**src/rtl/core/srchk_pkg.sv**
```systemverilog
`default_nettype none

package srchk_pkg;

  // Record layout and check constants
  localparam int RECORD_BYTES = 32;
  localparam logic [31:0] MAGIC_WORD = 32'h5453_4955;
  localparam logic [15:0] RECORD_VERSION = 16'd1;
  localparam logic [31:0] CRC_POLY = 32'hEDB8_8320;
  localparam logic [31:0] CRC_INIT = 32'hFFFF_FFFF;
  localparam logic [7:0] FLAG_ERASED = 8'hFF;
  localparam logic [7:0] ROT_LIMIT_RESET = 8'd4;

  // One accepted record byte
  typedef struct packed {
    logic [7:0] data;
    logic       start;
  } item_t;

  // Verdict and decoded fields of one record
  typedef struct packed {
    logic        record_ok;
    logic [31:0] sequence_number;
    logic [7:0]  rotation_code;
    logic        key_sound_on;
    logic        language_alt_on;
    logic        battery_alarm_on;
  } result_t;

endpackage

`default_nettype wire

```
**src/rtl/core/srchk_in_stage.sv**
```systemverilog
`default_nettype none

module srchk_in_stage (
  input  wire logic            clk,
  input  wire logic            rst,
  input  wire logic            in_valid,
  output logic                 in_ready,
  input  wire srchk_pkg::item_t in_item,
  input  wire logic            take,
  output logic                 item_valid,
  output srchk_pkg::item_t     item
);

  // Accept when empty or when the held byte moves on this cycle
  assign in_ready = !item_valid || take;

  // Hold valid flag
  always_ff @(posedge clk) begin
    if (rst) begin
      item_valid <= 1'b0;
    end else if (in_ready) begin
      item_valid <= in_valid;
    end
  end

  // Capture payload on transfer
  always_ff @(posedge clk) begin
    if (in_valid && in_ready) begin
      item <= in_item;
    end
  end

endmodule

`default_nettype wire

```
**src/rtl/core/srchk_crc_byte.sv**
```systemverilog
`default_nettype none

module srchk_crc_byte (
  input  wire logic [31:0] crc_in,
  input  wire logic [7:0]  data,
  output logic [31:0]      crc_out
);

  // Reflected CRC-32, eight bit steps unrolled into xor logic
  always_comb begin
    logic [31:0] c;
    c = crc_in ^ {24'd0, data};
    for (int k = 0; k < 8; k++) begin
      c = (c >> 1) ^ ({32{c[0]}} & srchk_pkg::CRC_POLY);
    end
    crc_out = c;
  end

endmodule

`default_nettype wire

```
**src/rtl/core/srchk_tracker.sv**
```systemverilog
`default_nettype none

module srchk_tracker #(
  parameter int RecordBytes = srchk_pkg::RECORD_BYTES
) (
  input  wire logic             clk,
  input  wire logic             rst,
  input  wire logic             go,
  input  wire srchk_pkg::item_t item,
  input  wire logic [7:0]       rotation_limit,
  output logic                  emit,
  output srchk_pkg::result_t    result
);

  localparam int PosW = $clog2(RecordBytes);
  localparam int CheckOffset = RecordBytes - 4;
  localparam logic [PosW-1:0] LastPos = PosW'(RecordBytes - 1);

  logic [PosW-1:0] byte_position, pos, pos_next;
  logic [31:0] running_crc, crc_base, crc_step, crc_next;
  logic        fields_good, fields_base, fields_next;
  logic [23:0] header_low, header_base, header_next;
  logic [31:0] seq_capture, seq_base, seq_next;
  logic [7:0]  rotation, rotation_next;
  logic        key_sound, key_sound_next;
  logic        language_alt, language_alt_next;
  logic        battery_alarm, battery_alarm_next;
  logic [23:0] check_low, check_base, check_next;
  logic [1:0]  lane;
  logic        clr;
  logic [7:0]  b;

  // Position of this byte; a start mark forces byte 0
  assign b    = item.data;
  assign pos  = item.start ? '0 : byte_position;
  assign lane = pos[1:0];
  assign clr  = (pos == '0);
  assign emit = (pos == LastPos);
  assign pos_next = emit ? '0 : pos + 1'b1;

  // Restart all checking state at byte 0
  assign crc_base    = clr ? srchk_pkg::CRC_INIT : running_crc;
  assign fields_base = clr ? 1'b1 : fields_good;
  assign header_base = clr ? '0 : header_low;
  assign seq_base    = clr ? '0 : seq_capture;
  assign check_base  = clr ? '0 : check_low;

  srchk_crc_byte u_crc (
    .crc_in  (crc_base),
    .data    (b),
    .crc_out (crc_step)
  );

  assign crc_next = (pos < PosW'(CheckOffset)) ? crc_step : crc_base;

  // Insert byte into the field it belongs to and run header and range checks
  always_comb begin
    header_next        = header_base;
    seq_next           = seq_base;
    check_next         = check_base;
    fields_next        = fields_base;
    rotation_next      = rotation;
    key_sound_next     = key_sound;
    language_alt_next  = language_alt;
    battery_alarm_next = battery_alarm;

    if (pos < PosW'(8)) begin
      case (lane)
        2'd0: header_next[7:0]   = b;
        2'd1: header_next[15:8]  = b;
        2'd2: header_next[23:16] = b;
        default: ;
      endcase
      if (pos == PosW'(3) && {b, header_base} != srchk_pkg::MAGIC_WORD) begin
        fields_next = 1'b0;
      end
      if (pos == PosW'(7) &&
          {b, header_base} != {16'(RecordBytes), srchk_pkg::RECORD_VERSION}) begin
        fields_next = 1'b0;
      end
    end else if (pos < PosW'(12)) begin
      seq_next[{lane, 3'b000} +: 8] = b;
    end else if (pos < PosW'(16)) begin
      case (lane)
        2'd0: begin
          rotation_next = b;
          if (b >= rotation_limit) fields_next = 1'b0;
        end
        2'd1: begin
          key_sound_next = b[0];
          if (b > 8'd1) fields_next = 1'b0;
        end
        2'd2: begin
          language_alt_next = (b == 8'd1);
          if (b != srchk_pkg::FLAG_ERASED && b > 8'd1) fields_next = 1'b0;
        end
        default: begin
          battery_alarm_next = (b == 8'd1);
          if (b != srchk_pkg::FLAG_ERASED && b > 8'd1) fields_next = 1'b0;
        end
      endcase
    end else if (pos >= PosW'(CheckOffset)) begin
      case (lane)
        2'd0: check_next[7:0]   = b;
        2'd1: check_next[15:8]  = b;
        2'd2: check_next[23:16] = b;
        default: ;
      endcase
    end
  end

  // Verdict on the last byte; stored check word completes with this byte
  always_comb begin
    result.record_ok = fields_next &&
        ((crc_next ^ srchk_pkg::CRC_INIT) == {b, check_base});
    result.sequence_number  = seq_next;
    result.rotation_code    = rotation_next;
    result.key_sound_on     = key_sound_next;
    result.language_alt_on  = language_alt_next;
    result.battery_alarm_on = battery_alarm_next;
  end

  // Advance position
  always_ff @(posedge clk) begin
    if (rst) begin
      byte_position <= '0;
    end else if (go) begin
      byte_position <= pos_next;
    end
  end

  // Update record state
  always_ff @(posedge clk) begin
    if (go) begin
      running_crc   <= crc_next;
      fields_good   <= fields_next;
      header_low    <= header_next;
      seq_capture   <= seq_next;
      rotation      <= rotation_next;
      key_sound     <= key_sound_next;
      language_alt  <= language_alt_next;
      battery_alarm <= battery_alarm_next;
      check_low     <= check_next;
    end
  end

endmodule

`default_nettype wire

```
**src/rtl/core/srchk_out_stage.sv**
```systemverilog
`default_nettype none

module srchk_out_stage (
  input  wire logic               clk,
  input  wire logic               rst,
  input  wire logic               load,
  input  wire srchk_pkg::result_t result_in,
  output logic                    out_free,
  output logic                    out_valid,
  input  wire logic               out_ready,
  output srchk_pkg::result_t      result
);

  // Room for a new result when empty or when the held one is taken
  assign out_free = !out_valid || out_ready;

  // Hold valid until transfer
  always_ff @(posedge clk) begin
    if (rst) begin
      out_valid <= 1'b0;
    end else if (out_free) begin
      out_valid <= load;
    end
  end

  // Capture result
  always_ff @(posedge clk) begin
    if (load) begin
      result <= result_in;
    end
  end

endmodule

`default_nettype wire

```
**src/rtl/core/settings_record_checker_core.sv**
```systemverilog
// Settings record checker.
// Input channel (in_valid/in_ready): one record byte per transfer, byte 0
// first; record_start high marks byte 0 and restarts checking. Without
// start marks, bytes are framed in groups of 32 from reset.
// Output channel (out_valid/out_ready): one result per 32-byte record with
// record_ok (magic, version, size, field ranges and CRC-32 all good) and
// the decoded sequence number and settings.
// Config channel (cfg_valid/cfg_ready/cfg_data): writes the rotation limit
// (reset 4); always ready. Write it only while no record is in flight.
// Throughput: one byte per cycle unless the receiver stalls a result,
// set by the combinational CRC-32 byte update between the input register
// and the record state. Each verdict is registered in the output stage.
// Reset clears framing and both channel stages. When the receiver stalls,
// the result holds; the last byte of the next record waits in the input
// register and in_ready drops until the result is taken.
`default_nettype none

module settings_record_checker_core #(
  parameter int RecordBytes = srchk_pkg::RECORD_BYTES
) (
  input  wire logic       clk,
  input  wire logic       rst,
  input  wire logic       cfg_valid,
  output logic            cfg_ready,
  input  wire logic [7:0] cfg_data,
  input  wire logic       in_valid,
  output logic            in_ready,
  input  wire logic [7:0] record_byte,
  input  wire logic       record_start,
  output logic            out_valid,
  input  wire logic       out_ready,
  output logic            record_ok,
  output logic [31:0]     sequence_number,
  output logic [7:0]      rotation_code,
  output logic            key_sound_on,
  output logic            language_alt_on,
  output logic            battery_alarm_on
);

  srchk_pkg::item_t   in_item, item;
  srchk_pkg::result_t result_next, result;
  logic               item_valid, emit, out_free, advance;
  logic [7:0]         rotation_limit;

  // Configuration register
  assign cfg_ready = 1'b1;

  always_ff @(posedge clk) begin
    if (rst) begin
      rotation_limit <= srchk_pkg::ROT_LIMIT_RESET;
    end else if (cfg_valid && cfg_ready) begin
      rotation_limit <= cfg_data;
    end
  end

  assign in_item.data  = record_byte;
  assign in_item.start = record_start;

  // Process held byte unless its result has nowhere to go
  assign advance = item_valid && (!emit || out_free);

  srchk_in_stage u_in (
    .clk        (clk),
    .rst        (rst),
    .in_valid   (in_valid),
    .in_ready   (in_ready),
    .in_item    (in_item),
    .take       (advance),
    .item_valid (item_valid),
    .item       (item)
  );

  srchk_tracker #(
    .RecordBytes (RecordBytes)
  ) u_track (
    .clk            (clk),
    .rst            (rst),
    .go             (advance),
    .item           (item),
    .rotation_limit (rotation_limit),
    .emit           (emit),
    .result         (result_next)
  );

  srchk_out_stage u_out (
    .clk       (clk),
    .rst       (rst),
    .load      (advance && emit),
    .result_in (result_next),
    .out_free  (out_free),
    .out_valid (out_valid),
    .out_ready (out_ready),
    .result    (result)
  );

  assign record_ok        = result.record_ok;
  assign sequence_number  = result.sequence_number;
  assign rotation_code    = result.rotation_code;
  assign key_sound_on     = result.key_sound_on;
  assign language_alt_on  = result.language_alt_on;
  assign battery_alarm_on = result.battery_alarm_on;

endmodule

`default_nettype wire

```
**config.mk**
```make
export PLATFORM = sky130hd
export DESIGN_NAME = settings_record_checker_core
export DESIGN_NICKNAME = d
export VERILOG_FILES = /design/src/rtl/core/srchk_pkg.sv /design/src/rtl/core/srchk_in_stage.sv /design/src/rtl/core/srchk_crc_byte.sv /design/src/rtl/core/srchk_tracker.sv /design/src/rtl/core/srchk_out_stage.sv /design/src/rtl/core/settings_record_checker_core.sv
export SDC_FILE = /design/constraint.sdc
export NUM_CORES = 1
export LEC_CHECK = 0
export ABC_AREA = 1
export BUFFER_PORTS_ARGS = -buffer_cell sky130_fd_sc_hd__buf_2
export CAP_MARGIN = 30
export CORE_UTILIZATION = 40
export DETAILED_ROUTE_END_ITERATION = 16
export GPL_ROUTABILITY_DRIVEN = 1
export GPL_TIMING_DRIVEN = 1
export SYNTH_ARGS = -nofsm -noshare
export SYNTH_HDL_FRONTEND = slang
export SYNTH_SLANG_ARGS = --single-unit
```
**constraint.sdc**
```tcl
create_clock -name clk -period 9.4 [get_ports clk]
set_clock_uncertainty 0.2 [all_clocks]
set_input_delay 0.94 -clock clk [delete_from_list [all_inputs] [get_ports clk]]
set_output_delay 0.94 -clock clk [all_outputs]
set_load 0.02 [all_outputs]
```
==> flow_summary_export.csv <==
group,metric,value,unit
logic_synthesis,synthTopCellsByArea,"edfxtp_1, nand2_1, nand3_1, inv_1, o21ai_0",
setup_path,r2r_start,"u_in.item[0]",
outcome,status,"complete, but fails checks",
clock_network,cts_buffers,17,
cells_and_area,drive_gt1_share,12.5,%
floorplanning,die_area,27400,sq um
floorplanning,die_y,165,um
setup_path,r2r_end,"u_out.result[43]",
logic_synthesis,ys_types,41,
power_and_ir_drop,ir_worst_vdd,0.0973,mV
route,post-route-drc-count,6,
timing,fmaxAchievable,205,MHz
hold_path,hold_class,"flop to flop",
logic_synthesis,yosys_warnings,0,
timing,finalCritPeriodShare,51.8,%
placement,pre_cts_ws,4.65,ns
logic_synthesis,async_reset_ff_share,0,%
setup_path,startpoint_type,"flop",
cells_and_area,syn2layout_area_growth,11.1,%
logic_synthesis,synthesis.area,10700,sq um
route,first_pass_iters,12,
placement,io_buffers,67,
logic_synthesis,seq_area_frac_synth,52.6,%
logic_synthesis,avgSynthCellArea,8.47,sq um
logic_synthesis,synth-seq-cells,192,
timing,relSlewSlack,37.2,%
logic_synthesis,synth_commonest_cells,"nand2_1, edfxtp_1, nand3_1",
logic_synthesis,synth_area_leader_cell,"edfxtp_1",
clock_network,clk-insertion-delay-late,0.45,ns
clock_network,cts_hold_buf,0,
timing,whs,0.263,ns
setup_path,rrSetupSlack,4.53,ns
clock_network,htree_levels,4,
grt,grt_pass1_wl,47700,um
grt,grt_max_degree,72,
hold_path,hold_path_depth,2,
clock_network,root_buffer,"clkbuf_16",
floorplanning,die_w,165,um
floorplanning,start_util,40.9,%
cells_and_area,antenna_cells,0,
hold_path,min_from,"rotation_limit[3]",
hold_path,holdPathEnd,"rotation_limit[3]",
grt,first_global_vias,8319,
clock_network,clock_sinks,192,
timing,hold_violations,0,
grt,antenna_found_initial,0,
route,drtIter0Drc,1032,
route,postRouteWirelength,30800,um
setup_path,r2r_cells,21,
cells_and_area,num-nets-final,1347,
timing,maxSlewViolCount,0,
grt,overflow,0,
route,ant_nets,0,
timing,setup_viol,0,
setup_path,path_max_fanout,48,
clock_network,cts_buffer_depth,2,
job,cap_violations,0,
logic_synthesis,synth-edff-count,177,
logic_synthesis,synth_top_cell_area_share,49.8,%
route,vias_per_cell,5.40,
timing,worst_pin_slew,0.935,ns
grt,track_usage,23.5,%
logic_synthesis,synth_cells,1261,
timing,setup_slack,4.53,ns
timing,grt_setup_unrepaired,"no",
timing,finalCriticalPeriod,4.87,ns
floorplanning,ios,69,
floorplanning,core,26100,sq um
setup_path,path_class,"flop to flop",
setup_path,cp.arrival,4.98,ns
logic_synthesis,synth-main-ff-cell,"edfxtp_1",
outcome,violations,"DRC",
setup_path,cp-end-kind,"flop",
route,num_vias,8942,
clock_network,cts_tree,"yes",
timing,setup_tns,0,ns
route,routedWlPerCell,18.6,um
logic_synthesis,synth_most_common_cell,"nand2_1",
setup_path,required,9.51,ns
placement,dp_hpwl,21000,um
clock_network,cts_resized,0,
clock_network,clk_pin_slew,0.08,ns
power_and_ir_drop,p_leak,4.96,nW
clock_network,postCtsSetupRepairBufs,0,
logic_synthesis,synthesis.nets,1299,
placement,routabilityCongestion,0.939,
power_and_ir_drop,power_density,183,nW/um^2
floorplanning,num_rows,59,
## state kept, by name (all words and copies together) (netlist names)
name,flops
u_out.out_valid,1
u_in.item_valid,1
u_track.running_crc,32
rotation_limit,8
u_track.key_sound,1
u_track.rotation,8
u_in.item,9
u_track.header_low,24
u_track.language_alt,1
u_track.seq_capture,32
u_track.byte_position,5
u_track.battery_alarm,1
u_track.check_low,24
u_track.fields_good,1
u_out.result,44
## final cells by class
class	count	area [sq um]
timing repair buffer	77	410
multi-input combinational	886	4290
fill	2650	14300
clock buffer	17	425
clock inverter	15	194
inverter	135	509
sequential	192	5620
tap	335	419
## layout by cell type, fill, tap and decap left out, types with 2 or more instances in the layout
cell type and n:
clkbuf_16 17, inv_1 121, clkinv_1 6, or2_2 2, nand3b_1 8, nand2_2 22, clkinv_8 7, inv_2 8
nor3_1 10, xor2_1 9, ha_1 16, edfxtp_1 177, o31ai_1 14, nand3_1 158, o21ai_1 3, buf_4 10
nor2_1 69, nor4_1 4, o22ai_1 19, nor2_2 2, clkinv_4 2, nand2_1 402, inv_8 3, o41ai_1 2
nand2_4 10, nor2_4 2, o21ai_0 73, a21oi_1 29, xnor2_1 3, buf_2 67, nand3_2 6, dfxtp_1 15
nand4_1 15
## worst max path at each step
stage                 startpoint               end  slack [ns]  depth (start not counted)
global placement    u_in.item[0]  u_out.result[43]        4.77                         21
global route        u_in.item[0]  u_out.result[43]        4.16                         21
detailed placement  u_in.item[0]  u_out.result[43]        4.65                         21
floorplan           u_in.item[0]   u_out.result[0]        3.46                         12
CTS                 u_in.item[0]  u_out.result[43]        4.64                         21
finish              u_in.item[0]  u_out.result[43]        4.53                         21
## cells by family after synthesis
| kind of cell | share of synthesized area [%] |
|---|---|
| simple gates | 29.7 |
| compound gates | 7.50 |
| xor+xnor | 0.984 |
| other cells | 0.0351 |
| fa+ha+maj | 1.87 |
| buf+inv | 7.29 |
| flops | 52.6 |
## power by group
part | leakage, nW | switching [mW] | internal (mW)
combinational | 2.95 | 0.296 | 0.113
clock | 0.298 | 0.393 | 0.364
sequential | 1.72 | 0.0196 | 0.980
total | 4.96 | 0.709 | 1.46
## metal layers
metal / global-route usage [%] / part of all wire, % / up-vias / wire length, um
met5: 0 / 0 / - / 0
met1: 34.0 / 46 / 4169 / 14200
met3: 3.67 / 7.6 / 49 / 2340
met2: 36.0 / 44 / 383 / 13600
li1: - / - / 4341 / -
met4: 7.07 / 2.3 / 0 / 708
## critical path: stages (launching register included)
cell and delay [ns]:
edfxtp_1 0.39, inv_2 0.14, nand2_1 0.25, ha_1 0.56, inv_2 0.43, a21oi_2 0.08
nand2_4 0.44, buf_4 0.53, nand3_1 0.16, nand2_2 0.14, nand2_2 0.13, nand2_4 0.18
nand2_1 0.09, nand3_1 0.14, nand3_2 0.12, nand2_1 0.15, nand2_1 0.10, nand2_1 0.07
nand2_1 0.06, nor2_1 0.11, nand3_1 0.09, nor2_1 0.10
## stage by stage
step	utilization (%)	cell area, sq um	total power, mW	instances
6_report	45.4	11900	2.17	1657
2_1_floorplan	-	10700	1.31	1261
3_5_place_dp	43.0	11200	1.42	1625
5_1_grt	45.4	11900	2.26	1657
3_3_place_gp	43.0	11200	1.42	1625
4_1_cts	45.4	11900	2.17	1657
No activity file was read; power rests on OpenSTA's default activity.
